<file path="src/rtl/tafd_pkg.sv">
//------------------------------------------------------------------------------
// tafd_pkg
// shared types, constants and helpers of the tile attribute fetch and decode
//------------------------------------------------------------------------------
`default_nettype none

package tafd_pkg;

  localparam int SCREEN_WIDTH    = 280;
  localparam int TILE_COUNT      = 8192;
  localparam int SPLIT_X         = 40;
  localparam int WRAP_STEP       = 256;
  localparam int COLSCROLL_DEPTH = 64;
  localparam int CFG_IDX_W       = 3;

  typedef enum logic [1:0] {
    OP_TILE      = 2'd0,
    OP_SCROLL_WR = 2'd1,
    OP_EMPTY_WR  = 2'd2
  } op_t;

  typedef enum logic [CFG_IDX_W-1:0] {
    REG_SCROLL_X   = 3'd0,
    REG_CTRL_ONE   = 3'd1,
    REG_SCROLL_Y   = 3'd2,
    REG_CTRL_THREE = 3'd3,
    REG_CTRL_FOUR  = 3'd4,
    REG_CTRL_FIVE  = 3'd5,
    REG_CTRL_SIX   = 3'd6
  } cfg_reg_t;

  typedef struct packed {
    logic [7:0] scroll_x;
    logic [7:0] ctrl_one;
    logic [7:0] scroll_y;
    logic [7:0] ctrl_three;
    logic [7:0] ctrl_four;
    logic [7:0] ctrl_five;
    logic [7:0] ctrl_six;
  } cfg_t;

  typedef struct packed {
    logic               valid;
    logic [1:0]         op;
    logic [12:0]        table_index;
    logic [7:0]         table_data;
    logic [12:0]        code;
    logic [6:0]         color;
    logic               opaque;
    logic signed [10:0] min_x;
    logic signed [10:0] max_x;
    logic signed [10:0] sx_scroll;
    logic [7:0]         sx;
    logic [7:0]         row8;
    logic [7:0]         ysub;
    logic               cs_use;
    logic               drop;
  } s1_t;

  typedef struct packed {
    logic               valid;
    logic [12:0]        code;
    logic [6:0]         color;
    logic               opaque;
    logic [8:0]         clip_min;
    logic [8:0]         clip_max;
    logic signed [10:0] pos0;
    logic signed [10:0] pos_y;
    logic [1:0]         copies;
    logic               empty;
  } s2_t;

  function automatic logic [8:0] clip9(input logic signed [10:0] v);
    logic [8:0] r;
    if (v < 11'sd0) r = 9'd0;
    else if (v > 11'sd511) r = 9'd511;
    else r = v[8:0];
    return r;
  endfunction

endpackage

`default_nettype wire

</file>
<file path="src/rtl/tafd_if.sv">
//------------------------------------------------------------------------------
// tafd channel interfaces
// item, result and configuration write channels with valid/ready
//------------------------------------------------------------------------------
`default_nettype none


interface tafd_result_if;
  logic               valid;
  logic               ready;
  logic [12:0]        tile_code;
  logic [6:0]         color;
  logic signed [10:0] pos_x;
  logic signed [10:0] pos_y;
  logic               opaque;
  logic [8:0]         clip_min;
  logic [8:0]         clip_max;
  logic               last;
  modport source (output valid, tile_code, color, pos_x, pos_y, opaque, clip_min,
                  clip_max, last, input ready);
  modport sink (input valid, tile_code, color, pos_x, pos_y, opaque, clip_min,
                clip_max, last, output ready);
endinterface


`default_nettype wire

</file>
<file path="src/rtl/tafd_emit.sv">
//------------------------------------------------------------------------------
// tafd_emit
// third stage: skip test and wrap copy output register, one beat per copy
//------------------------------------------------------------------------------
`default_nettype none

module tafd_emit (
  input  wire logic          clk,
  input  wire logic          rst,
  input  wire tafd_pkg::s2_t s2,
  output logic               en,
  tafd_result_if.source      result
);
  import tafd_pkg::*;

  logic [1:0] cnt;
  logic       fire, load;

  assign fire = result.valid && result.ready;
  assign load = s2.valid && !(s2.empty && !s2.opaque);
  assign en   = cnt == 2'd0 || (fire && cnt == 2'd1);

  assign result.valid = cnt != 2'd0;
  assign result.last  = cnt == 2'd1;

  always_ff @(posedge clk) begin
    if (rst) cnt <= 2'd0;
    else if (en) cnt <= load ? s2.copies : 2'd0;
    else if (fire) cnt <= cnt - 2'd1;
  end

  always_ff @(posedge clk) begin
    if (en && load) begin
      result.tile_code <= s2.code;
      result.color     <= s2.color;
      result.pos_x     <= s2.pos0;
      result.pos_y     <= s2.pos_y;
      result.opaque    <= s2.opaque;
      result.clip_min  <= s2.clip_min;
      result.clip_max  <= s2.clip_max;
    end else if (fire) begin
      result.pos_x <= result.pos_x - 11'sd256;
    end
  end

`ifndef SYNTH
  a_hold_pipe: assert property (@(posedge clk) disable iff (rst) cnt > 2'd1 |-> !en)
    else $error("pipeline advanced with copies pending");
  a_step_x: assert property (@(posedge clk) disable iff (rst)
      fire && !result.last |=> result.pos_x == $past(result.pos_x) - 11'sd256)
    else $error("wrap copy x step wrong");
  a_drain: assert property (@(posedge clk) disable iff (rst)
      fire && result.last && !load |=> !result.valid)
    else $error("result beat after final copy");
`endif

endmodule

`default_nettype wire

</file>
<file path="src/flat_wrapper.sv">
// flat-port wrapper written by rule: the top's interface ports become plain ports
module tafd_emit_flat import tafd_pkg::*;
  (clk, rst, s2, en, result_valid, result_tile_code, result_color, result_pos_x, result_pos_y, result_opaque, result_clip_min, result_clip_max, result_last, result_ready);
  tafd_result_if result_i ();
  input  wire logic clk;
  input  wire logic rst;
  input  wire tafd_pkg::s2_t s2;
  output logic en;
  output wire logic [$bits(result_i.valid)-1:0] result_valid;
  output wire logic [$bits(result_i.tile_code)-1:0] result_tile_code;
  output wire logic [$bits(result_i.color)-1:0] result_color;
  output wire logic [$bits(result_i.pos_x)-1:0] result_pos_x;
  output wire logic [$bits(result_i.pos_y)-1:0] result_pos_y;
  output wire logic [$bits(result_i.opaque)-1:0] result_opaque;
  output wire logic [$bits(result_i.clip_min)-1:0] result_clip_min;
  output wire logic [$bits(result_i.clip_max)-1:0] result_clip_max;
  output wire logic [$bits(result_i.last)-1:0] result_last;
  input wire logic [$bits(result_i.ready)-1:0] result_ready;
  assign result_valid = result_i.valid;
  assign result_tile_code = result_i.tile_code;
  assign result_color = result_i.color;
  assign result_pos_x = result_i.pos_x;
  assign result_pos_y = result_i.pos_y;
  assign result_opaque = result_i.opaque;
  assign result_clip_min = result_i.clip_min;
  assign result_clip_max = result_i.clip_max;
  assign result_last = result_i.last;
  assign result_i.ready = result_ready;
  tafd_emit u_core (.clk(clk), .rst(rst), .s2(s2), .en(en), .result(result_i));
endmodule
</file>
<file path="config.mk">
export PLATFORM = sky130hd
export DESIGN_NAME = tafd_emit_flat
export DESIGN_NICKNAME = d
export VERILOG_FILES = /design/src/rtl/tafd_pkg.sv /design/src/rtl/tafd_if.sv /design/src/rtl/tafd_emit.sv /design/src/flat_wrapper.sv
export SDC_FILE = /design/constraint.sdc
export NUM_CORES = 1
export LEC_CHECK = 0
export ABC_AREA = 0
export BUFFER_PORTS_ARGS = -buffer_cell sky130_fd_sc_hd__clkbuf_2
export CORE_ASPECT_RATIO = 0.8
export CORE_MARGIN = 4
export CORE_UTILIZATION = 40
export DETAILED_ROUTE_END_ITERATION = 10
export PLACE_DENSITY = 0.73
export RECOVER_POWER = 50
export SLEW_MARGIN = 20
export SYNTH_ARGS = -nofsm -noshare
export SYNTH_HDL_FRONTEND = slang
export SYNTH_SLANG_ARGS = --single-unit
</file>
<file path="constraint.sdc">
create_clock -name clk -period 2.1 [get_ports clk]
set_clock_uncertainty 0.1 [all_clocks]
set_input_delay 0.315 -clock clk [delete_from_list [all_inputs] [get_ports clk]]
set_output_delay 0.315 -clock clk [all_outputs]
set_load 0.05 [all_outputs]
</file>
==> results of run 1 <==
final timing paths:
| kind | from | to | slack, ps | cells past startpoint |
|---|---|---|---|---|
| worst max-delay path | u_core.cnt[0] | en | 120 | 5 |
| worst min-delay path | s2[44] | u_core.result.color[0] | 60 | 1 |
| worst max register to register | u_core.cnt[0] | u_core.result.pos_y[3] | 220 | 6 |
| worst min register to register | u_core.cnt[0] | u_core.cnt[0] | 480 | 1 |
synthesized netlist by cell type:
master / n
sky130_fd_sc_hd__nor2_1: 2
sky130_fd_sc_hd__a21oi_1: 2
sky130_fd_sc_hd__mux2i_1: 1
sky130_fd_sc_hd__mux2_2: 1
sky130_fd_sc_hd__o2111ai_1: 1
sky130_fd_sc_hd__dfxtp_1: 2
sky130_fd_sc_hd__o21a_1: 1
sky130_fd_sc_hd__and2_1: 1
sky130_fd_sc_hd__o211a_1: 1
sky130_fd_sc_hd__xor2_1: 1
sky130_fd_sc_hd__and3_1: 8
sky130_fd_sc_hd__nand3b_1: 1
sky130_fd_sc_hd__a211oi_1: 1
sky130_fd_sc_hd__and2_4: 1
sky130_fd_sc_hd__a21oi_2: 1
sky130_fd_sc_hd__mux2_4: 2
sky130_fd_sc_hd__ha_1: 3
sky130_fd_sc_hd__o211ai_1: 1
sky130_fd_sc_hd__buf_6: 1
sky130_fd_sc_hd__clkbuf_1: 2
sky130_fd_sc_hd__inv_1: 9
sky130_fd_sc_hd__edfxtp_1: 61
sky130_fd_sc_hd__o21ai_0: 2
layout make-up:
cell class,instances,area share [%]
flip-flops and latches,63,60.9
repair buffers,133,20.5
multi-input cells,31,8.14
clock buffers,10,4.15
clock inverters,6,2.77
well taps,62,2.52
inverters,9,1.10
kinds of logic after synthesis:
| family | Yosys count | share of synthesized area [%] |
|---|---|---|
| simple gates | 13 | 3.69 |
| compound gates | 10 | 3.23 |
| xor+xnor | 1 | 0.403 |
| flops | 63 | 86.2 |
| mux | 4 | 2.36 |
| fa+ha+maj | 3 | 1.73 |
| buf+inv | 12 | 2.42 |
cells in the final DEF (no fill, tap or decap):
cell type                    Yosys  routed
sky130_fd_sc_hd__and2_1          1       1
sky130_fd_sc_hd__o211a_1         1       1
sky130_fd_sc_hd__clkinvlp_4      0       2
sky130_fd_sc_hd__nand3b_1        1       1
sky130_fd_sc_hd__o21ai_0         2       2
sky130_fd_sc_hd__a21oi_2         1       1
sky130_fd_sc_hd__dfxtp_1         2       2
sky130_fd_sc_hd__a21oi_1         2       2
sky130_fd_sc_hd__xor2_1          1       1
sky130_fd_sc_hd__clkbuf_1        2      46
sky130_fd_sc_hd__o21a_1          1       1
sky130_fd_sc_hd__and2_4          1       1
sky130_fd_sc_hd__inv_1           9       9
sky130_fd_sc_hd__nor2_1          2       2
sky130_fd_sc_hd__clkbuf_2        0      85
sky130_fd_sc_hd__and3_1          8       8
sky130_fd_sc_hd__o2111ai_1       1       1
sky130_fd_sc_hd__ha_1            3       2
sky130_fd_sc_hd__mux2i_1         1       1
sky130_fd_sc_hd__mux2_2          1       1
sky130_fd_sc_hd__a211oi_1        1       1
sky130_fd_sc_hd__mux2_4          2       2
sky130_fd_sc_hd__clkinv_2        0       2
sky130_fd_sc_hd__bufinv_16       0       2
sky130_fd_sc_hd__clkbuf_8        0       9
sky130_fd_sc_hd__ha_2            0       1
sky130_fd_sc_hd__o211ai_1        1       1
sky130_fd_sc_hd__edfxtp_1       61      61
sky130_fd_sc_hd__buf_4           0       2
sky130_fd_sc_hd__buf_12          0       1
power groups by stage:
stage                     combinational, mW  sequential, mW  clock, mW
after global routing                   1.54            1.76       1.20
after detailed placement               1.48            1.77          0
after floorplan                       0.429            2.46          0
after CTS                              1.49            1.75       1.14
final                                  1.45            1.74       1.10
after global placement                 1.46            1.76          0
through the flow:
| step | worst slack (ps) | instances |
|---|---|---|
| floorplan | 61.0 | 106 |
| global placement | 304 | 298 |
| detailed placement | 249 | 298 |
| CTS | 55.5 | 314 |
| global route | 3.92 | 314 |
| finish | 125 | 314 |
flip-flops by register name, indices dropped and copies added (netlist names):
name	flops
u_core.result.color	7
u_core.result.pos_x	11
u_core.cnt	2
u_core.result.tile_code	13
u_core.result.clip_min	9
u_core.result.clip_max	9
u_core.result.pos_y	11
u_core.result.opaque	1
what timing repair did:
action / 4_1_cts / 5_1_grt
setup endpoints to repair: 0 / 1
resized for setup: 0 / 3
hold buffers: 0 / 0
layer usage:
| layer | global-route usage [%] | vias to the layer above | part of all wire [%] |
|---|---|---|---|
| li1 | - | 683 | - |
| met1 | 16.2 | 650 | 39 |
| met2 | 25.0 | 96 | 48 |
| met3 | 9.21 | 4 | 12 |
| met4 | 6.11 | 0 | 0.90 |
| met5 | 0 | - | 0 |
==> Implementation_results.wiki, run 1 <==
{| class="wikitable"
! Metric !! Value
|-
| Global Route Usage Sum || 15.2%
|-
| Status || finished, final reports clean
|-
| Delay of the slowest cell on the worst path || 380 ps
|-
| Yosys reg bits || 63
|-
| Final std cell area, no fill || 3080 sq um
|-
| Net switching power figure || 1.64 mW
|-
| Total number of placement rows || 23
|-
| Part of the total power dissipated in sequential elements || 40.6%
|-
| Number of setup violations in the final report || 0
|-
| Netlist area before placement || 2170 sq um
|-
| Yosys warning count || 0
|-
| Register clock-pin slew on the reported worst setup and hold paths || 70 ps
|-
| Clock Tree Root || sky130_fd_sc_hd__clkbuf_8
|-
| Number of nets in the final layout || 318
|-
| Post-detailed-route count of antenna-violating nets || 0
|-
| Cell internal power dissipation || 2.65 mW
|-
| Number of global-route vias before repair || 1504
|-
| Footprint of the flip-flops and latches || 1870 sq um
|-
| Setup TNS after final layout || 0 ps
|-
| Height of the die || 73.9 microns
|-
| Required time worst endpoint || 1680 ps
|-
| Post-layout min period || 1980 ps
|-
| Final Slew Violations || 0
|-
| Total placed instance area || 2920 sq um
|-
| Multi-input gate area in the final layout || 250 sq um
|-
| Main area contributors after synthesis || sky130_fd_sc_hd__edfxtp_1 84%, sky130_fd_sc_hd__and3_1 2.3%, sky130_fd_sc_hd__dfxtp_1 1.8%, sky130_fd_sc_hd__ha_1 1.7%, sky130_fd_sc_hd__inv_1 1.6%
|-
| DRC marker count from the first detailed-route iteration || 57
|-
| Sequential element share of the synthesized area || 86.2%
|-
| Final Power || 4.29 mW
|-
| Clock latency at the later pin of the worst-skew pair || 330 ps
|-
| Number of port buffers || 131
|-
| Worst vdd ir || 708 uV
|-
| Cell count after synthesis || 106
|-
| Leakage power summed over all cells || 1.29 nW
|-
| Power share of the combinational group || 33.8%
|-
| Hold violation count in the final report || 0
|-
| Growth of design area from synthesis to finish || 41.6%
|-
| Pwr/cell area || 1390 nW/um^2
|-
| Cells along the critical path || inv_1 > ha_1 > a21oi_2 > inv_1 > buf_4
|-
| Pin count of the biggest net entering global routing || 30
|-
| Area fraction of the dominant cell type after synthesis || 84.3%
|-
| RePlAce Congestion || 0.772
|-
| Dominant delay contributor by cell family on the critical path || buffers and inverters
|-
| Maximum fanout encountered on the critical timing path || 11
|-
| Fmax || 506 MHz
|-
| Core Util, Final || 60.0%
|-
| Critical path class || reg -> out
|-
| Switching part of the total || 38.2%
|-
| Post-CTS setup buffer count || 0
|-
| Unrepaired setup endpoints after global routing || no
|-
| CP Data Arrival Time || 1560 ps
|-
| Post-DP HPWL || 3.79 mm
|-
| DIE WIDTH || 90.4 microns
|-
| Maximum buffer depth of the clock tree || 2
|-
| Diode insertion count for antenna repair || 0
|-
| Share of cells above drive strength 1 || 43.3%
|-
| Starting utilization of the core area || 42.4%
|-
| Top-Level Pins || 132
|-
| Least-Margin Pin Slew || 637 ps
|-
| Net count after synthesis || 177
|-
| Vias || 1433
|-
| Part of the total power dissipated in the clock network || 25.5%
|-
| Number of antenna violations at the first check in global routing || 0
|-
| Share of the clock period used by the worst path after layout || 94.1%
|-
| Hold crit path type || in -> reg
|-
| Final wirelength || 4.86 mm
|-
| Most area-hungry cell type in the Yosys netlist || sky130_fd_sc_hd__edfxtp_1
|-
| Number of fill cells || 440
|-
| Remaining global-route overflow || 0
|-
| Number of max-capacitance violations reported || 0
|-
| Most frequent CP cell || sky130_fd_sc_hd__inv_1
|-
| TritonCTS clock tree || yes
|-
| Max-Slew Margin vs Limit || 57.7%
|-
| Number of levels in the clock H-tree || 3
|-
| Final Hold Slack || 59.9 ps
|-
| Std-Cell Core Area || 5120 sq um
|-
| Wire per inst || 15.5 microns
|-
| Slowest cell on the critical path || sky130_fd_sc_hd__dfxtp_1
|-
| Via-per-instance ratio || 4.56
|-
| Mean instance size in the synthesized netlist || 20.5 sq um
|-
| Buf+Inv Stages, Crit Path || 3
|-
| DRC violations left || 0
|-
| Detailed-router iteration count before antenna repair || 4
|-
| CP Launch Type || register
|-
| Unique cell type count in the Yosys netlist || 23
|-
| Global-route wire length before repair || 7.45 mm
|-
| Die outline area || 6680 sq um
|-
| Num CTS Buffers || 9
|-
| Critical Path End Type || output port
|-
| CTS sink count || 63
|}
Note: power is estimated with default switching activity, not from simulation.
==> inputs of run 2 (changes only) <==
CORE_UTILIZATION = 38   (was 40)
clock period = 1.7 ns   (was 2.1 ns; I/O delays follow)
==> run 2 against run 1 <==
Against the previous run: the flow now finishes with violations (setup timing); register-to-register slack worse by 150 ps; die area up 4.7%; final cell count grew 23%; largest power group unchanged; hold slack better by 39 ps.
==> Implementation_results.wiki, run 2 (synthesis gave the netlist of run 1 again) <==
{| class="wikitable"
! Metric !! Value
|-
| Growth of design area from synthesis to finish || 72.1%
|-
| Number of antenna violations at the first check in global routing || 0 (unchanged)
|-
| Total placed instance area || 2970 sq um (+2.0%)
|-
| RePlAce Congestion || 0.724 (-6.3%)
|-
| Highest routed layer || met4
|-
| Detailed-router iteration count before antenna repair || 4 (unchanged)
|-
| DRC marker count from the first detailed-route iteration || 52 (-8.8%)
|-
| CP Data Arrival Time || 1370 ps (-190 ps)
|-
| Pin count of the biggest net entering global routing || 27 (-10%)
|-
| Share of the clock period used by the worst path after layout || 102%
|-
| Hold crit path type || in -> reg
|-
| Pwr/cell area || 1540 nW/um^2 (+10%)
|-
| Fmax || 579 MHz
|-
| Max-Slew Margin vs Limit || 56.9% (-0.76 points)
|-
| Status || complete, but fails checks
|-
| Global-route wire length before repair || 9.12 mm (+22%)
|-
| Required time worst endpoint || 1340 ps (-340 ps)
|-
| Clock Tree Root || sky130_fd_sc_hd__clkbuf_8
|-
| Remaining global-route overflow || 0 (unchanged)
|-
| DRC violations left || 0 (unchanged)
|-
| Worst vdd ir || 1350 uV (+91%)
|-
| Met3 WL || 710 microns (+22%)
|-
| Number of max-capacitance violations reported || 0 (unchanged)
|-
| Final Slew Violations || 0 (unchanged)
|-
| Unrepaired setup endpoints after global routing || yes
|-
| Num CTS Buffers || 9 (unchanged)
|-
| Leakage power summed over all cells || 1.59 nW (+23%)
|-
| Diode insertion count for antenna repair || 0 (unchanged)
|-
| Number of nets in the final layout || 375 (+18%)
|-
| Hold violation count in the final report || 0 (unchanged)
|-
| Number of port buffers || 131 (unchanged)
|-
| Via-per-instance ratio || 4.36 (-4.5%)
|-
| Number of levels in the clock H-tree || 3 (unchanged)
|-
| Vias || 1686 (+18%)
|-
| Placement Setup Slack || 48.0 ps (-201 ps)
|-
| Met1 layer wirelength in the final routing || 2.27 mm (+19%)
|-
| Maximum buffer depth of the clock tree || 2 (unchanged)
|-
| Post-DP HPWL || 3.73 mm (-1.7%)
|-
| Number of setup violations in the final report || 1 (+1)
|-
| Top-Level Pins || 132 (unchanged)
|-
| Share of cells above drive strength 1 || 43.7% (+0.44 points)
|-
| Hold-critical path depth || 1 (unchanged)
|-
| Post-layout min period || 1730 ps
|-
| CP Launch Type || register
|-
| Number of global-route vias before repair || 1792 (+19%)
|-
| Least-Margin Pin Slew || 649 ps (+11.5 ps)
|-
| Register with the most flip-flops || u_core.result.tile_code
|-
| Final wirelength || 6.05 mm (+24%)
|-
| Violated checks || setup timing
|-
| CTS sink count || 63 (unchanged)
|-
| Total length of routed met2 wires || 3.04 mm (+31%)
|-
| Std-Cell Core Area || 5500 sq um (+7.3%)
|-
| Starting utilization of the core area || 39.5% (-2.9 points)
|-
| Register clock-pin slew on the reported worst setup and hold paths || 70 ps (about the same)
|-
| Height of the die || 75.6 microns (+2.3%)
|-
| DIE WIDTH || 92.5 microns (+2.4%)
|-
| Most common cell after layout, fill and taps aside || sky130_fd_sc_hd__clkbuf_2
|-
| Maximum fanout encountered on the critical timing path || 5 (-6)
|-
| Post-detailed-route count of antenna-violating nets || 0 (unchanged)
|-
| Leading cell types in the layout, fill and taps excluded || 94 x sky130_fd_sc_hd__clkbuf_2, 61 x sky130_fd_sc_hd__edfxtp_1, 50 x sky130_fd_sc_hd__dlygate4sd3_1, 34 x sky130_fd_sc_hd__clkbuf_1, 9 x sky130_fd_sc_hd__clkbuf_8
|-
| Total number of placement rows || 24 (+4.3%)
|-
| Final std cell area, no fill || 3740 sq um (+22%)
|-
| Clock latency at the later pin of the worst-skew pair || 330 ps (about the same)
|-
| Final WS setup || -25.6 ps (-151 ps)
|-
| Critical path class || reg -> out
|-
| TritonCTS clock tree || yes
|-
| Global Route Usage Sum || 17.9% (+2.7 points)
|-
| Die outline area || 7000 sq um (+4.7%)
|-
| Flip-flop count of the largest register after layout || 13 (unchanged)
|-
| Largest registers || u_core.result.tile_code: 13 flops, u_core.result.pos_x: 11 flops, u_core.result.pos_y: 11 flops
|-
| Wire per inst || 15.6 microns (+0.87%)
|-
| Critical Path End Type || output port
|-
| Setup TNS after final layout || -25.6 ps (-25.6 ps)
|-
| Length in cells of the worst reg-to-reg path || 6 (unchanged)
|}
run 2: cell count changes in the layout (fill, tap and decap cells not counted), moves of 2 or more:
cell                            change
sky130_fd_sc_hd__inv_1              -4
sky130_fd_sc_hd__clkbuf_2           +9
sky130_fd_sc_hd__dlygate4sd3_1     +50
sky130_fd_sc_hd__inv_2              +4
sky130_fd_sc_hd__ha_4               +2
sky130_fd_sc_hd__dfxtp_1            -2
sky130_fd_sc_hd__clkinv_2           -2
sky130_fd_sc_hd__buf_4              +5
sky130_fd_sc_hd__clkbuf_1          -12
run 2: routing by layer:
metal | global-route usage, % | vias up
met5 | 0 | -
met4 | 3.46 | 0
met3 | 9.18 | 3
met2 | 30.9 | 95
met1 | 20.3 | 790
li1 | - | 798
run 2: area by class of cell:
| class | instances | area, sq um |
|---|---|---|
| flip-flops and latches | 63 | 1880 |
| fillers | 394 | 1760 |
| repair buffers | 190 | 1230 |
| multi-input cells | 31 | 282 |
| clock buffers | 9 | 124 |
| well taps | 78 | 97.6 |
| clock inverters | 7 | 96.3 |
| inverters | 9 | 33.8 |
run 2: path summary, 6_finish.rpt:
kind            startpoint                         end  slack (ps)
min                 s2[43]        u_core.result.opaque         100
max reg2reg  u_core.cnt[1]  u_core.result.tile_code[9]          70
min reg2reg  u_core.cnt[1]               u_core.cnt[1]         500
max          u_core.cnt[1]                          en         -30
run 2: report_power, final:
group,internal (mW),switching (mW)
registers,2.08,0.0942
logic,0.663,1.50
clock network,0.827,0.579
total,3.57,2.17
run 2: timing repair:
item	in CTS	in global routing
hold endpoints to repair	49	1
gates resized for setup	10	5
buffers inserted	4	0
cloned	0	0
pin swaps	2	1
hold buffers	49	1
setup endpoints to repair	2	27
run 2: through the flow:
step / total power, mW / hold WS, ps / util, % / instances
2_1_floorplan: 3.62 / 228 / - / 106
3_3_place_gp: 4.04 / 332 / 54.1 / 317
3_5_place_dp: 4.08 / 334 / 54.1 / 317
4_1_cts: 5.76 / 7.72 / 68.4 / 386
5_1_grt: 5.99 / 91.8 / 68.0 / 387
6_report: 5.74 / 99.3 / 68.0 / 387
run 2: worst max-delay path: stages, from the launching register on:
cell and delay, ps:
sky130_fd_sc_hd__dfxtp_2 330, sky130_fd_sc_hd__inv_2 60, sky130_fd_sc_hd__ha_4 170, sky130_fd_sc_hd__a21oi_4 150, sky130_fd_sc_hd__inv_2 50, sky130_fd_sc_hd__buf_6 120
sky130_fd_sc_hd__clkbuf_16 160
