**config.mk**
```make
export PLATFORM = sky130hd
export DESIGN_NAME = tafd_decode_flat
export DESIGN_NICKNAME = d
export VERILOG_FILES = /design/src/rtl/tafd_pkg.sv /design/src/rtl/tafd_if.sv /design/src/rtl/tafd_decode.sv /design/src/flat_wrapper.sv
export SDC_FILE = /design/constraint.sdc
export NUM_CORES = 1
export LEC_CHECK = 0
export ABC_AREA = 0
export BUFFER_PORTS_ARGS = -buffer_cell sky130_fd_sc_hd__buf_2
export CORE_MARGIN = 2
export CORE_UTILIZATION = 55
export CTS_BUF_LIST = sky130_fd_sc_hd__clkbuf_4 sky130_fd_sc_hd__clkbuf_8 sky130_fd_sc_hd__clkbuf_16
export DETAILED_ROUTE_END_ITERATION = 6
export MAX_ROUTING_LAYER = met4
export PLACE_DENSITY = 0.77
export SETUP_SLACK_MARGIN = 0.15
export SYNTH_ARGS = -nofsm -noshare
export SYNTH_HDL_FRONTEND = slang
export SYNTH_SLANG_ARGS = --single-unit
export TNS_END_PERCENT = 30
```
**constraint.sdc**
```tcl
create_clock -name clk -period 14.07 [get_ports clk]
set_input_delay 0.7035 -clock clk [delete_from_list [all_inputs] [get_ports clk]]
set_output_delay 0.7035 -clock clk [all_outputs]
set_load 0.05 [all_outputs]
```
**src/rtl/tafd_pkg.sv**
```systemverilog
//------------------------------------------------------------------------------
// tafd_pkg
// shared types, constants and helpers of the tile attribute fetch and decode
//------------------------------------------------------------------------------
`default_nettype none

package tafd_pkg;

  localparam int SCREEN_WIDTH    = 280;
  localparam int TILE_COUNT      = 8192;
  localparam int SPLIT_X         = 40;
  localparam int WRAP_STEP       = 256;
  localparam int COLSCROLL_DEPTH = 64;
  localparam int CFG_IDX_W       = 3;

  typedef enum logic [1:0] {
    OP_TILE      = 2'd0,
    OP_SCROLL_WR = 2'd1,
    OP_EMPTY_WR  = 2'd2
  } op_t;

  typedef enum logic [CFG_IDX_W-1:0] {
    REG_SCROLL_X   = 3'd0,
    REG_CTRL_ONE   = 3'd1,
    REG_SCROLL_Y   = 3'd2,
    REG_CTRL_THREE = 3'd3,
    REG_CTRL_FOUR  = 3'd4,
    REG_CTRL_FIVE  = 3'd5,
    REG_CTRL_SIX   = 3'd6
  } cfg_reg_t;

  typedef struct packed {
    logic [7:0] scroll_x;
    logic [7:0] ctrl_one;
    logic [7:0] scroll_y;
    logic [7:0] ctrl_three;
    logic [7:0] ctrl_four;
    logic [7:0] ctrl_five;
    logic [7:0] ctrl_six;
  } cfg_t;

  typedef struct packed {
    logic               valid;
    logic [1:0]         op;
    logic [12:0]        table_index;
    logic [7:0]         table_data;
    logic [12:0]        code;
    logic [6:0]         color;
    logic               opaque;
    logic signed [10:0] min_x;
    logic signed [10:0] max_x;
    logic signed [10:0] sx_scroll;
    logic [7:0]         sx;
    logic [7:0]         row8;
    logic [7:0]         ysub;
    logic               cs_use;
    logic               drop;
  } s1_t;

  typedef struct packed {
    logic               valid;
    logic [12:0]        code;
    logic [6:0]         color;
    logic               opaque;
    logic [8:0]         clip_min;
    logic [8:0]         clip_max;
    logic signed [10:0] pos0;
    logic signed [10:0] pos_y;
    logic [1:0]         copies;
    logic               empty;
  } s2_t;

  function automatic logic [8:0] clip9(input logic signed [10:0] v);
    logic [8:0] r;
    if (v < 11'sd0) r = 9'd0;
    else if (v > 11'sd511) r = 9'd511;
    else r = v[8:0];
    return r;
  endfunction

endpackage

`default_nettype wire

```
**src/rtl/tafd_if.sv**
```systemverilog
//------------------------------------------------------------------------------
// tafd channel interfaces
// item, result and configuration write channels with valid/ready
//------------------------------------------------------------------------------
`default_nettype none

interface tafd_item_if;
  logic        valid;
  logic        ready;
  logic [1:0]  op;
  logic        layer;
  logic        pass;
  logic        category;
  logic [9:0]  tile_index;
  logic [7:0]  attr_byte;
  logic [7:0]  code_byte;
  logic [12:0] table_index;
  logic [7:0]  table_data;
  modport source (output valid, op, layer, pass, category, tile_index, attr_byte,
                  code_byte, table_index, table_data, input ready);
  modport sink (input valid, op, layer, pass, category, tile_index, attr_byte,
                code_byte, table_index, table_data, output ready);
endinterface


`default_nettype wire

```
**src/rtl/tafd_decode.sv**
```systemverilog
//------------------------------------------------------------------------------
// tafd_decode
// first stage: tile code, colour, clip bounds, scroll terms, column scroll read
//------------------------------------------------------------------------------
`default_nettype none

module tafd_decode (
  input  wire logic         clk,
  input  wire logic         rst,
  input  wire logic         en,
  input  wire tafd_pkg::cfg_t cfg,
  tafd_item_if.sink         item,
  output tafd_pkg::s1_t     s1,
  output logic [7:0]        col_scroll
);
  import tafd_pkg::*;

  localparam logic signed [10:0] SW11    = 11'(SCREEN_WIDTH);
  localparam logic signed [10:0] SPLIT11 = 11'(SPLIT_X);

  logic [7:0] cs_mem [COLSCROLL_DEPTH];
  logic [COLSCROLL_DEPTH-1:0] cs_vld;
  logic [5:0] cs_raddr;
  logic       cs_wr;
  s1_t        s1_next;

  logic               title, inv, split, yon;
  logic signed [10:0] sxv;
  logic [3:0]         bm;
  logic [4:0]         bank, hi;
  logic [4:0]         col;

  assign item.ready = en;
  assign col        = item.tile_index[4:0];
  assign cs_raddr   = {1'b0, col - 5'd2};
  assign cs_wr      = en && item.valid && item.op == OP_SCROLL_WR
                      && item.table_index[12:6] == 7'd0;

  always_comb begin
    title = cfg.ctrl_three[5];
    inv   = ~cfg.ctrl_one[0];
    sxv   = {3'b000, cfg.scroll_x};
    split = title && cfg.scroll_x < 8'(SPLIT_X);
    yon   = 1'b1;

    s1_next             = '0;
    s1_next.valid       = item.valid;
    s1_next.op          = item.op;
    s1_next.table_index = item.table_index;
    s1_next.table_data  = item.table_data;
    s1_next.min_x       = 11'sd0;
    s1_next.max_x       = SW11;
    s1_next.sx_scroll   = sxv;
    s1_next.opaque      = 1'b0;

    if (title) begin
      if (item.layer == inv) begin
        s1_next.min_x = SW11 - sxv + 11'sd8;
      end else begin
        if (split) s1_next.min_x = SPLIT11 - sxv;
        s1_next.max_x = SW11 - sxv + 11'sd8;
      end
      s1_next.sx_scroll = sxv - SPLIT11;
    end else if (!item.layer) begin
      s1_next.min_x     = SPLIT11;
      s1_next.max_x     = 11'sd280;
      s1_next.sx_scroll = sxv - SPLIT11;
      s1_next.opaque    = 1'b1;
    end else begin
      yon               = 1'b0;
      s1_next.sx_scroll = 11'sd0;
      s1_next.max_x     = SPLIT11;
      s1_next.opaque    = 1'b1;
    end

    if (item.pass && item.layer == inv) begin
      s1_next.min_x = 11'sd0;
      s1_next.max_x = SPLIT11 - sxv - 11'sd8;
    end

    s1_next.drop = (item.pass && !split)
                   || (!item.layer && item.attr_byte[6] != item.category);

    bank = {item.attr_byte[3'd3 + 3'(cfg.ctrl_five[7:6])],
            item.attr_byte[3'd3 + 3'(cfg.ctrl_five[5:4])],
            item.attr_byte[3'd3 + 3'(cfg.ctrl_five[3:2])],
            item.attr_byte[3'd3 + 3'(cfg.ctrl_five[1:0])],
            item.attr_byte[7]};
    bm   = cfg.ctrl_four[7:4];
    hi   = (bank & ~{bm, 1'b0}) | {cfg.ctrl_four[3:0] & bm, 1'b0};

    s1_next.code   = {hi, item.code_byte};
    s1_next.color  = {cfg.ctrl_six[5:4], 1'b1, 1'b0, item.attr_byte[2:0]};
    s1_next.sx     = {col, 3'b000};
    s1_next.row8   = {item.tile_index[9:5], 3'b000};
    s1_next.ysub   = yon ? cfg.scroll_y : 8'd0;
    s1_next.cs_use = yon && cfg.ctrl_one[2:1] == 2'b11 && col >= 5'd2;
  end

  always_ff @(posedge clk) begin
    if (rst) begin
      s1.valid <= 1'b0;
      cs_vld   <= '0;
    end else if (en) begin
      s1 <= s1_next;
      if (cs_wr) cs_vld[item.table_index[5:0]] <= 1'b1;
    end
  end

  always_ff @(posedge clk) begin
    if (cs_wr) cs_mem[item.table_index[5:0]] <= item.table_data;
    if (en) col_scroll <= cs_vld[cs_raddr] ? cs_mem[cs_raddr] : 8'd0;
  end

endmodule

`default_nettype wire

```
**src/flat_wrapper.sv**
```systemverilog
// flat-port wrapper written by rule: the top's interface ports become plain ports
module tafd_decode_flat import tafd_pkg::*;
  (clk, rst, en, cfg, s1, col_scroll, item_valid, item_op, item_layer, item_pass, item_category, item_tile_index, item_attr_byte, item_code_byte, item_table_index, item_table_data, item_ready);
  tafd_item_if item_i ();
  input  wire logic clk;
  input  wire logic rst;
  input  wire logic en;
  input  wire tafd_pkg::cfg_t cfg;
  output tafd_pkg::s1_t s1;
  output logic [7:0] col_scroll;
  input wire logic [$bits(item_i.valid)-1:0] item_valid;
  input wire logic [$bits(item_i.op)-1:0] item_op;
  input wire logic [$bits(item_i.layer)-1:0] item_layer;
  input wire logic [$bits(item_i.pass)-1:0] item_pass;
  input wire logic [$bits(item_i.category)-1:0] item_category;
  input wire logic [$bits(item_i.tile_index)-1:0] item_tile_index;
  input wire logic [$bits(item_i.attr_byte)-1:0] item_attr_byte;
  input wire logic [$bits(item_i.code_byte)-1:0] item_code_byte;
  input wire logic [$bits(item_i.table_index)-1:0] item_table_index;
  input wire logic [$bits(item_i.table_data)-1:0] item_table_data;
  output wire logic [$bits(item_i.ready)-1:0] item_ready;
  assign item_i.valid = item_valid;
  assign item_i.op = item_op;
  assign item_i.layer = item_layer;
  assign item_i.pass = item_pass;
  assign item_i.category = item_category;
  assign item_i.tile_index = item_tile_index;
  assign item_i.attr_byte = item_attr_byte;
  assign item_i.code_byte = item_code_byte;
  assign item_i.table_index = item_table_index;
  assign item_i.table_data = item_table_data;
  assign item_ready = item_i.ready;
  tafd_decode u_core (.clk(clk), .rst(rst), .en(en), .cfg(cfg), .item(item_i), .s1(s1), .col_scroll(col_scroll));
endmodule
```
==> results of run 1 <==
layer usage:
layer  global-route usage (%)  up-vias
li1                         -     3796
met1                     30.8     4415
met2                     38.9      390
met3                     3.44       69
met4                     7.35        0
met5                        -        -
layout make-up:
class / count / area [um2] / area share (%)
timing repair buffer: 205 / 1050 / 5.70
inverter: 23 / 86.3 / 0.470
clock inverter: 26 / 211 / 1.15
tap: 384 / 480 / 2.62
clock buffer: 46 / 1040 / 5.67
sequential: 390 / 11400 / 62.0
multi-input combinational: 414 / 4100 / 22.4
metrics by stage:
stage          setup slack [ns]  cell area (um2)  utilization, %  cells
2_1_floorplan              8.67            15800               -    874
3_3_place_gp               9.75            17100            59.9   1416
3_5_place_dp               9.74            17100            59.9   1416
4_1_cts                   10.28            18400            64.3   1488
5_1_grt                   10.12            18400            64.3   1488
6_report                  10.32            18400            64.3   1488
final timing paths:
| kind | startpoint | end | cells past startpoint | slack, ns |
|---|---|---|---|---|
| worst max register to register | u_core.cs_vld[19]$_SDFFE_PP0P_ | u_core.col_scroll[1]$_SDFFCE_PN0P_ | 4 | 11.93 |
| worst max-delay path | item_tile_index[1] | u_core.col_scroll[1]$_SDFFCE_PN0P_ | 9 | 10.32 |
| worst min register to register | u_core.cs_vld[16]$_SDFFE_PP0P_ | u_core.cs_vld[16]$_SDFFE_PP0P_ | 2 | 0.47 |
| worst min-delay path | item_code_byte[0] | u_core.s1[67]$_DFFE_PP_ | 1 | 0.36 |
layout by cell type (no fill, tap or decap), drive strengths merged, types with 18 or more instances in the layout:
master  instances
clkbuf         46
nand2          38
nor2           94
inv            27
dfxtp          33
mux4           97
clkinv         18
a21oi          28
buf           205
edfxtp        357
sequential cells by signal (all words and copies together), names as in the netlist:
register,flops
u_core.cs_vld,32
u_core.cs_mem,256
u_core.col_scroll,8
u_core.s1,94
synth_stat cells, types with 3 or more instances:
cell and n:
mux2i_1 7, or3_1 4, buf_1 3, clkbuf_1 20, and2_1 3, o21ba_1 3, nand2b_1 5, nand3_1 5
buf_6 8, nor3_1 7, o21ai_0 12, xor2_1 9, o21ba_2 8, xnor2_1 11, nand2_1 38, ha_1 14
nor2_1 93, dfxtp_1 33, a21oi_2 8, buf_2 5, edfxtp_1 357, nor2b_1 14, inv_1 23, and3_1 3
buf_4 11, o22ai_1 3, a211oi_1 3, a21oi_1 20, mux4_2 97
kinds of logic after synthesis:
| kind of cell | Yosys count | synth area share [%] |
|---|---|---|
| flops | 390 | 71.9 |
| mux | 106 | 14.5 |
| simple gates | 191 | 5.60 |
| xor+xnor | 22 | 1.31 |
| buf+inv | 70 | 2.34 |
| compound gates | 73 | 3.22 |
| other cells | 2 | 0.0475 |
| fa+ha+maj | 14 | 1.11 |
worst max-delay path, stage by stage:
cell and delay [ns]:
buf_2 0.07, buf_4 0.71, inv_1 0.25, ha_1 0.35, buf_4 0.42, mux4_2 0.41, mux4_2 0.51, mux2i_4 0.44
a21oi_2 0.10
power by group:
part | internal, mW | switching [mW] | leakage, nW
sequential | 1.29 | 0.00484 | 3.50
combinational | 0.0754 | 0.174 | 2.29
clock | 0.587 | 0.428 | 0.628
total | 1.95 | 0.607 | 6.42
==> results.toml, run 1 <==
[status]
outcome = "completed"

[routing]
drt_first_iter_violations = 777
ant_nets = 0
vias = 8670
wl_met3_um = 2540
topRoutingLayerUsed = "met4"
drt_wl_total_um = 34100
dr_wl_met2_um = 17300
drt-met1-wl_um = 13400
wl_per_cell_um = 22.9
routed_via_density = 5.83
drc = 0
dr.pass1.iters = 5

[sta]
worst_pin_slew_ns = 1.31
finalSetupViolCount = 0
tns_ns = 0
finalCriticalPeriod_ns = 3.75
rsz0062_at_grt = "no"
finalCritPeriodShare_pct = 26.6
hold_ws_ns = 0.359
finClkSkew_ns = 0.0209
fmaxAchievable_mhz = 267
hold_viol_final = 0
slew_headroom_pct = 12.6
slew_viol_final = 0

[worst_setup_path]
worst-setup-path-type = "in -> reg"
start_kind = "input pin"
crit_fanout = 68
end_kind = "flop"
cp.required_ns = 14.32
critical_path_arrival_ns = 4.00

[power_and_ir_drop]
power_per_cell_area_mw_per_mm2 = 139
power.leakage_nw = 6.42
total_power_mw = 2.56
vdd_ir_drop_max_uv = 158

[grt]
grt.total_usage_pct = 23.6
antenna_found_initial = 0
grt_pass1_wl_um = 51800
grt_start_max_net_pins = 86
grt_pass1_vias = 8742
overflow = 0

[final_layout]
fillers = 2000
drive_above_1_share_pct = 35.4
diodes = 0
syn2layout_area_growth_pct = 16.0
nets = 1199

[synth]
synth_area_leaders = "edfxtp_1, mux4_2, dfxtp_1"
ys_ff_latch = 390
ys_types = 62
syn_avg_cell_area_um2 = 18.2
synth_edf_count = 357
synthFlopType = "edfxtp_1"
synth_cells = 868
synth_top_area_share_pct = 67.7
synth_seq_area_share_pct = 71.9
ys_warn_count = 0
ys_async_sr_fraction_pct = 0
synth_area_mm2 = 0.0158
yosysTopAreaCell = "edfxtp_1"

[cts]
clk_pin_slew_ns = 0.06
hold_buffers = 0
cts_buffers = 39
clock_sinks = 390
clock_latency_ns = 0.54
htreeDepth = 2
postCtsSetupRepairBufs = 0
clock_path_buffers = 3
cts_tree = "done"
root_buffer = "clkbuf_16"
cts_resized = 0

[floorplanning]
io_pins = 225
die_area_mm2 = 0.0301
die_h_um = 174
start_util_pct = 55.4
rows = 62
die_w_um = 174
core_mm2 = 0.0285

[placed_design]
gp_congestion = 0.868
port_buffers = 198
dp_hpwl_um = 21500

[job]
drv_cap = 0

[worst_hold_path]
hp-class = "in -> reg"
No activity file was read; power rests on OpenSTA's default activity.
==> inputs of run 2 (changes only) <==
--- a/config.mk
+++ b/config.mk
@@ -5,14 +5,14 @@
 export SDC_FILE = /design/constraint.sdc
 export NUM_CORES = 1
 export LEC_CHECK = 0
-export ABC_AREA = 0
+export ABC_AREA = 1
 export BUFFER_PORTS_ARGS = -buffer_cell sky130_fd_sc_hd__buf_2
 export CORE_MARGIN = 2
-export CORE_UTILIZATION = 55
+export CORE_UTILIZATION = 52
 export CTS_BUF_LIST = sky130_fd_sc_hd__clkbuf_4 sky130_fd_sc_hd__clkbuf_8 sky130_fd_sc_hd__clkbuf_16
 export DETAILED_ROUTE_END_ITERATION = 6
 export MAX_ROUTING_LAYER = met4
-export PLACE_DENSITY = 0.77
+export PLACE_DENSITY = 0.76
 export SETUP_SLACK_MARGIN = 0.15
 export SYNTH_ARGS = -nofsm -noshare
 export SYNTH_HDL_FRONTEND = slang
==> constraint.sdc (replaced) <==
create_clock -name clk -period 3.2 [get_ports clk]
set_input_delay 0.16 -clock clk [delete_from_list [all_inputs] [get_ports clk]]
set_output_delay 0.16 -clock clk [all_outputs]
set_load 0.05 [all_outputs]
==> run 2 against run 1 <==
  * Clock-buffer cell count grew 21
  * Non-clock buffer count grew 83
  * Die area increased by 8.8%
  * Utilization fell by 0.24 points
  * Routed wire length rose by 22%
  * Sequential share of layout area is 4.2 points lower
  * Combinational power rose to 5.6 times the previous value
  * Critical path depth is 3 lower
  * Sequential power grew to 4.4 times the previous value
  * Power grew to 4.6 times the previous value
  * Area after synthesis grew 3.1%
  * First-iteration DRC count increased by 78%
  * Critical path type unchanged
==> results.toml, run 2 <==
[sta]
finalCritPeriodShare_pct = 72.8
rsz0062_at_grt = "no"
finalSetupViolCount = 0
tns_ns = 0
slew_viol_final = 0
finalCriticalPeriod_ns = 2.33
slew_headroom_pct = 31.9
fmaxAchievable_mhz = 429
hold_viol_final = 0
finClkSkew_ns = 0.0306
worst_pin_slew_ns = 1.02

[worst_setup_path]
path_buf_inv = 2
critPathLaunch = "item_table_index[11]"
cp.required_ns = 3.34
r2r.worst_path.cells = 10
start_kind = "input pin"
cp.depth = 6
end_kind = "flop"
worst-setup-path-type = "in -> reg"
cp_cell_sequence = "dlygate4sd3_1 -> buf_2 -> or3_4 -> nor3_4 -> nand2_4 -> nor2_1"
r2r_slack_ns = 1.57
critPathSlowestCell = "nor2_1"
crit_fanout = 9
critical_path_arrival_ns = 2.46
rr_endpoint = "u_core.col_scroll[4]$_SDFFCE_PN0P_"
cpPeakStageDelay_ns = 0.71
r2r_start = "u_core.cs_mem[24][4]$_DFFE_PP_"
critPathTopFamily = "simple AND/OR/NAND/NOR gates"

[cts]
cts_tree = "done"
root_buffer = "clkbuf_16"
htreeDepth = 2
cts_buffers = 41
clk_pin_slew_ns = 0.06
cts_resized = 0
clock_path_buffers = 3
clock_sinks = 390
clock_latency_ns = 0.54

[synth]
synthMostInstantiatedCell = "edfxtp_1"
ys_warn_count = 0
synth_area_mm2 = 0.0163
synth_top_area_share_pct = 65.7
yosysTopAreaCell = "edfxtp_1"
synth_cells = 1448
synth_area_leaders = "edfxtp_1, nor2_1, o21ai_0"
syn_avg_cell_area_um2 = 11.3
synth_seq_area_share_pct = 69.8
ys_ff_latch = 390
yosys-top-cells-count = "edfxtp_1, nor2_1, o21ai_0"
ys_async_sr_fraction_pct = 0
synth_edf_count = 357
ys_types = 34
synthFlopType = "edfxtp_1"

[job]
drv_cap = 0

[routing]
routed_via_density = 5.61
drt_first_iter_violations = 1386
drt_wl_total_um = 41700
drc = 0
ant_nets = 0
vias = 12000
dr.pass1.iters = 6
wl_per_cell_um = 19.5

[final_layout]
fin_cells = 2142
final_common_cell = "edfxtp_1"
nets = 1839
largest_reg_flops = 256
syn2layout_area_growth_pct = 20.8
final_cell_mix = "edfxtp_1, nor2_1, buf_2, o21ai_0, nand2_1"
drive_above_1_share_pct = 18.5
fillers = 2212

[power_and_ir_drop]
p_seq_share_pct = 48.3
p_sw_share_pct = 25.0
power.leakage_nw = 7.80
vdd_ir_drop_max_uv = 383
power_switching_mw = 2.95
comb_power_share_pct = 11.9
clkPwrFrac_pct = 39.8
power_per_cell_area_mw_per_mm2 = 600
p_int_mw = 8.86

[placed_design]
port_buffers = 198
gp_congestion = 0.861
dp_hpwl_um = 25300
dp_cells = 2001

[floorplanning]
die_h_um = 181
start_util_pct = 53.0
die_w_um = 181
core_mm2 = 0.0307
io_pins = 225
die_area_mm2 = 0.0328
rows = 64

[grt]
antenna_found_initial = 1
grt_start_max_net_pins = 114
overflow = 0
grt_pass1_vias = 11900
grt_pass1_wl_um = 64900
grt.total_usage_pct = 26.2

[worst_hold_path]
holdPathStages = 3
hp-class = "in -> reg"
min_to = "u_core.s1[0]$_DFFE_PP_"
hold_path_startpoint = "item_pass"

[status]
outcome = "completed"
## run 2: final cells by class
| class | count | area (um2) | area share [%] |
|---|---|---|---|
| multi-input cells | 879 | 4170 | 21.2 |
| repair buffers | 288 | 1860 | 9.43 |
| clock buffers | 67 | 1280 | 6.48 |
| flip-flops and latches | 390 | 11400 | 57.8 |
| well taps | 396 | 495 | 2.52 |
| inverters | 113 | 425 | 2.16 |
| diodes | 1 | 2.50 | 0.0127 |
| clock inverters | 8 | 83.8 | 0.426 |
## run 2: how the worst max path moves through the flow
stage                                          to  slack [ns]
2_1_floorplan              u_core.s1[0]$_DFFE_PP_        0.16
3_3_place_gp   u_core.col_scroll[3]$_SDFFCE_PN0P_        0.82
3_5_place_dp   u_core.col_scroll[4]$_SDFFCE_PN0P_        0.72
4_1_cts            u_core.cs_mem[22][0]$_DFFE_PP_        0.88
5_1_grt            u_core.cs_mem[16][6]$_DFFE_PP_        0.77
6_report           u_core.cs_mem[16][0]$_DFFE_PP_        0.87
## run 2: timing repair
item | in CTS | in global routing
endpoints found under the setup margin | 0 | 0
setup buffers | 0 | 0
hold buffers | 65 | 0
endpoints found under the hold margin | 56 | 0
## run 2: kinds of logic after synthesis
logic type      share of synthesized area [%]
flops                                    69.8
compound gates                           9.21
other cells                            0.0461
buf+inv                                  4.82
simple gates                             14.4
xor+xnor                                0.637
fa+ha+maj                                1.07
## run 2: worst register-to-register path, cell delays in order (launching register included)
cell and delay [ns]:
edfxtp_1 0.37, nor2_1 0.14, nor2_1 0.07, o21ai_0 0.13
nand3_1 0.13, nand2_1 0.13, nand2_1 0.07, nand3_1 0.15
nand2_1 0.08, nand2_1 0.07, inv_1 0.05
## run 2: through the flow
| stage | total power, mW | util (%) | setup WS (ns) | instance area [um2] | hold slack [ns] |
|---|---|---|---|---|---|
| final | 11.8 | 64.0 | 0.872 | 19700 | 0.0231 |
| after global routing | 12.2 | 64.0 | 0.766 | 19700 | 0.0281 |
| after CTS | 11.8 | 64.0 | 0.876 | 19700 | 0.00497 |
| after detailed placement | 7.12 | 57.5 | 0.718 | 17700 | 0.339 |
| after global placement | 7.08 | 57.5 | 0.823 | 17700 | 0.338 |
| after floorplan | 6.70 | - | 0.161 | 16300 | 0.229 |
## run 2: power by group through the flow
stage	clock network, mW	registers [mW]	logic (mW)
floorplan	0	6.15	0.546
global route	4.96	5.71	1.50
global placement	0	5.80	1.28
detailed placement	0	5.81	1.31
finish	4.70	5.70	1.40
CTS	4.75	5.70	1.38
## run 2: metal layers
metal | global-route usage [%] | part of all wire, %
met1 | 32.7 | 38
met4 | 10.0 | 3.6
met3 | 3.95 | 8.2
met5 | - | 0
met2 | 43.7 | 51
==> inputs of run 3 (changes only) <==
--- a/config.mk
+++ b/config.mk
@@ -8,11 +8,11 @@
 export ABC_AREA = 1
 export BUFFER_PORTS_ARGS = -buffer_cell sky130_fd_sc_hd__buf_2
 export CORE_MARGIN = 2
-export CORE_UTILIZATION = 52
+export CORE_UTILIZATION = 55
 export CTS_BUF_LIST = sky130_fd_sc_hd__clkbuf_4 sky130_fd_sc_hd__clkbuf_8 sky130_fd_sc_hd__clkbuf_16
 export DETAILED_ROUTE_END_ITERATION = 6
 export MAX_ROUTING_LAYER = met4
-export PLACE_DENSITY = 0.76
+export PLACE_DENSITY = 0.77
 export SETUP_SLACK_MARGIN = 0.15
 export SYNTH_ARGS = -nofsm -noshare
 export SYNTH_HDL_FRONTEND = slang
==> constraint.sdc (replaced) <==
create_clock -name clk -period 2.4 [get_ports clk]
set_input_delay 0.12 -clock clk [delete_from_list [all_inputs] [get_ports clk]]
set_output_delay 0.12 -clock clk [all_outputs]
set_load 0.05 [all_outputs]
==> run 3 against run 2 <==
  * Routed wire length hardly changed
  * First-iteration DRC count decreased by 3.3%
  * Non-clock buffer count rose by 30
  * Utilization grew 3.7 points
  * Clock power up 28%
  * Sequential share of layout area down 0.63 points
  * Clock-buffer cell count fell by 19
  * Setup slack worse by 0.66 ns
  * Largest cell class unchanged
  * Highest routed layer unchanged
==> results.toml, run 3 (synthesis gave the netlist of run 2 again) <==
[status]
outcome = "completed"

[final_layout]
multi_input_area_mm2 = 0.00417
fillers = 2076
syn2layout_area_growth_pct = 22.1
final_common_cell = "edfxtp_1"
final_cell_mix = "edfxtp_1, nor2_1, buf_2, o21ai_0, nand2_1"
drive_above_1_share_pct = 19.4
largest_reg_flops = 256
diodes = 0
nets = 1867
regArea_mm2 = 0.0114

[cts]
clock_sinks = 390
clock_latency_ns = 0.54
htreeDepth = 2
clock_path_buffers = 3
clk_pin_slew_ns = 0.07
cts_buffers = 39
root_buffer = "clkbuf_16"
cts_tree = "done"

[routing]
dr.pass1.iters = 6
wl_per_cell_um = 19.3
routed_via_density = 5.60
drt_wl_total_um = 41700
drc = 0
vias = 12100
ant_nets = 0
drt_first_iter_violations = 1340

[sta]
finalCritPeriodShare_pct = 91.0
slew_viol_final = 0
tns_ns = 0
finalCriticalPeriod_ns = 2.18
fmaxAchievable_mhz = 458
worst_pin_slew_ns = 0.733
slew_headroom_pct = 51.1
finClkSkew_ns = 0.0154
rsz0062_at_grt = "yes"
hold_viol_final = 0
finalSetupViolCount = 0

[floorplanning]
die_w_um = 176
start_util_pct = 55.5
io_pins = 225
die_h_um = 176
rows = 63
core_mm2 = 0.0294
die_area_mm2 = 0.0310

[placed_design]
dp_hpwl_um = 25300
port_buffers = 198
gp_congestion = 0.937

[worst_setup_path]
critical_path_arrival_ns = 2.47
start_kind = "input pin"
end_kind = "flop"
crit_fanout = 74
worst-setup-path-type = "in -> reg"
cp.required_ns = 2.68

[power_and_ir_drop]
vdd_ir_drop_max_uv = 537
total_power_mw = 15.5
power_per_cell_area_mw_per_mm2 = 779
power.leakage_nw = 7.94

[grt]
grt.total_usage_pct = 27.8
grt_pass1_vias = 11800
antenna_found_initial = 0
overflow = 0
grt_pass1_wl_um = 64300
grt_start_max_net_pins = 87

[worst_hold_path]
hp-class = "in -> reg"

[job]
drv_cap = 0
## run 3: what timing repair did
action,in CTS,in global routing
buffers inserted,0,0
hold buffers,70,0
endpoints found under the hold margin,61,0
setup endpoints to repair,0,4
resized for setup,0,1
## run 3: per-stage QoR
stage	hold WS (ns)	area, um2	std cells	worst slack, ns	utilization, %
5_1_grt	0.0456	19900	2162	0.133	67.7
2_1_floorplan	0.189	16300	1454	0.443	-
6_report	0.0526	19900	2162	0.216	67.7
3_3_place_gp	0.297	17900	2020	0.348	61.0
4_1_cts	0.0391	19900	2162	0.284	67.7
3_5_place_dp	0.299	17900	2020	0.282	61.0
## run 3: worst max-delay path, cell delays in order
cell	delay, ns
dlygate4sd3_1	0.58
buf_6	0.25
clkinv_2	0.15
buf_12	0.21
nand2_1	0.09
nand4_1	0.22
nand4_1	0.17
dlygate4sd3_1	0.58
inv_1	0.05
## run 3: final timing paths
kind / start / to / slack [ns] / cells after the start
worst min-delay path: en / u_core.col_scroll[0]$_SDFFCE_PN0P_ / 0.05 / 2
worst max-delay path: item_tile_index[0] / u_core.s1[1]$_DFFE_PP_ / 0.22 / 9
worst max register to register: u_core.cs_mem[26][4]$_DFFE_PP_ / u_core.col_scroll[4]$_SDFFCE_PN0P_ / 0.84 / 10
worst min register to register: u_core.cs_vld[19]$_SDFFE_PP0P_ / u_core.cs_vld[19]$_SDFFE_PP0P_ / 0.46 / 2
## run 3: power by group
group / total, mW / internal, mW / leakage [nW] / switching, mW
Sequential: 7.60 / 7.57 / 3.50 / 0.0396
Clock: 6.00 / 3.45 / 0.638 / 2.55
Combinational: 1.90 / 0.517 / 3.80 / 1.38
## run 3: layout make-up
cell class | instances | share of cell area [%]
tap | 390 | 2.45
inverter | 113 | 2.14
clock buffer | 48 | 5.42
multi-input combinational | 879 | 21.0
timing repair buffer | 318 | 10.9
sequential | 390 | 57.2
clock inverter | 24 | 1.02
## run 3: per-layer routing
metal  up-vias  GRT usage, %  routed length, um  part of all wire (%)
li1       5592             -                  -                     -
met1      5835          35.1              16100                    39
met3        97          4.69               3340                   8.0
met5         -             -                  0                     0
met4         0          9.54               1500                   3.6
met2       578          46.0              20800                    50
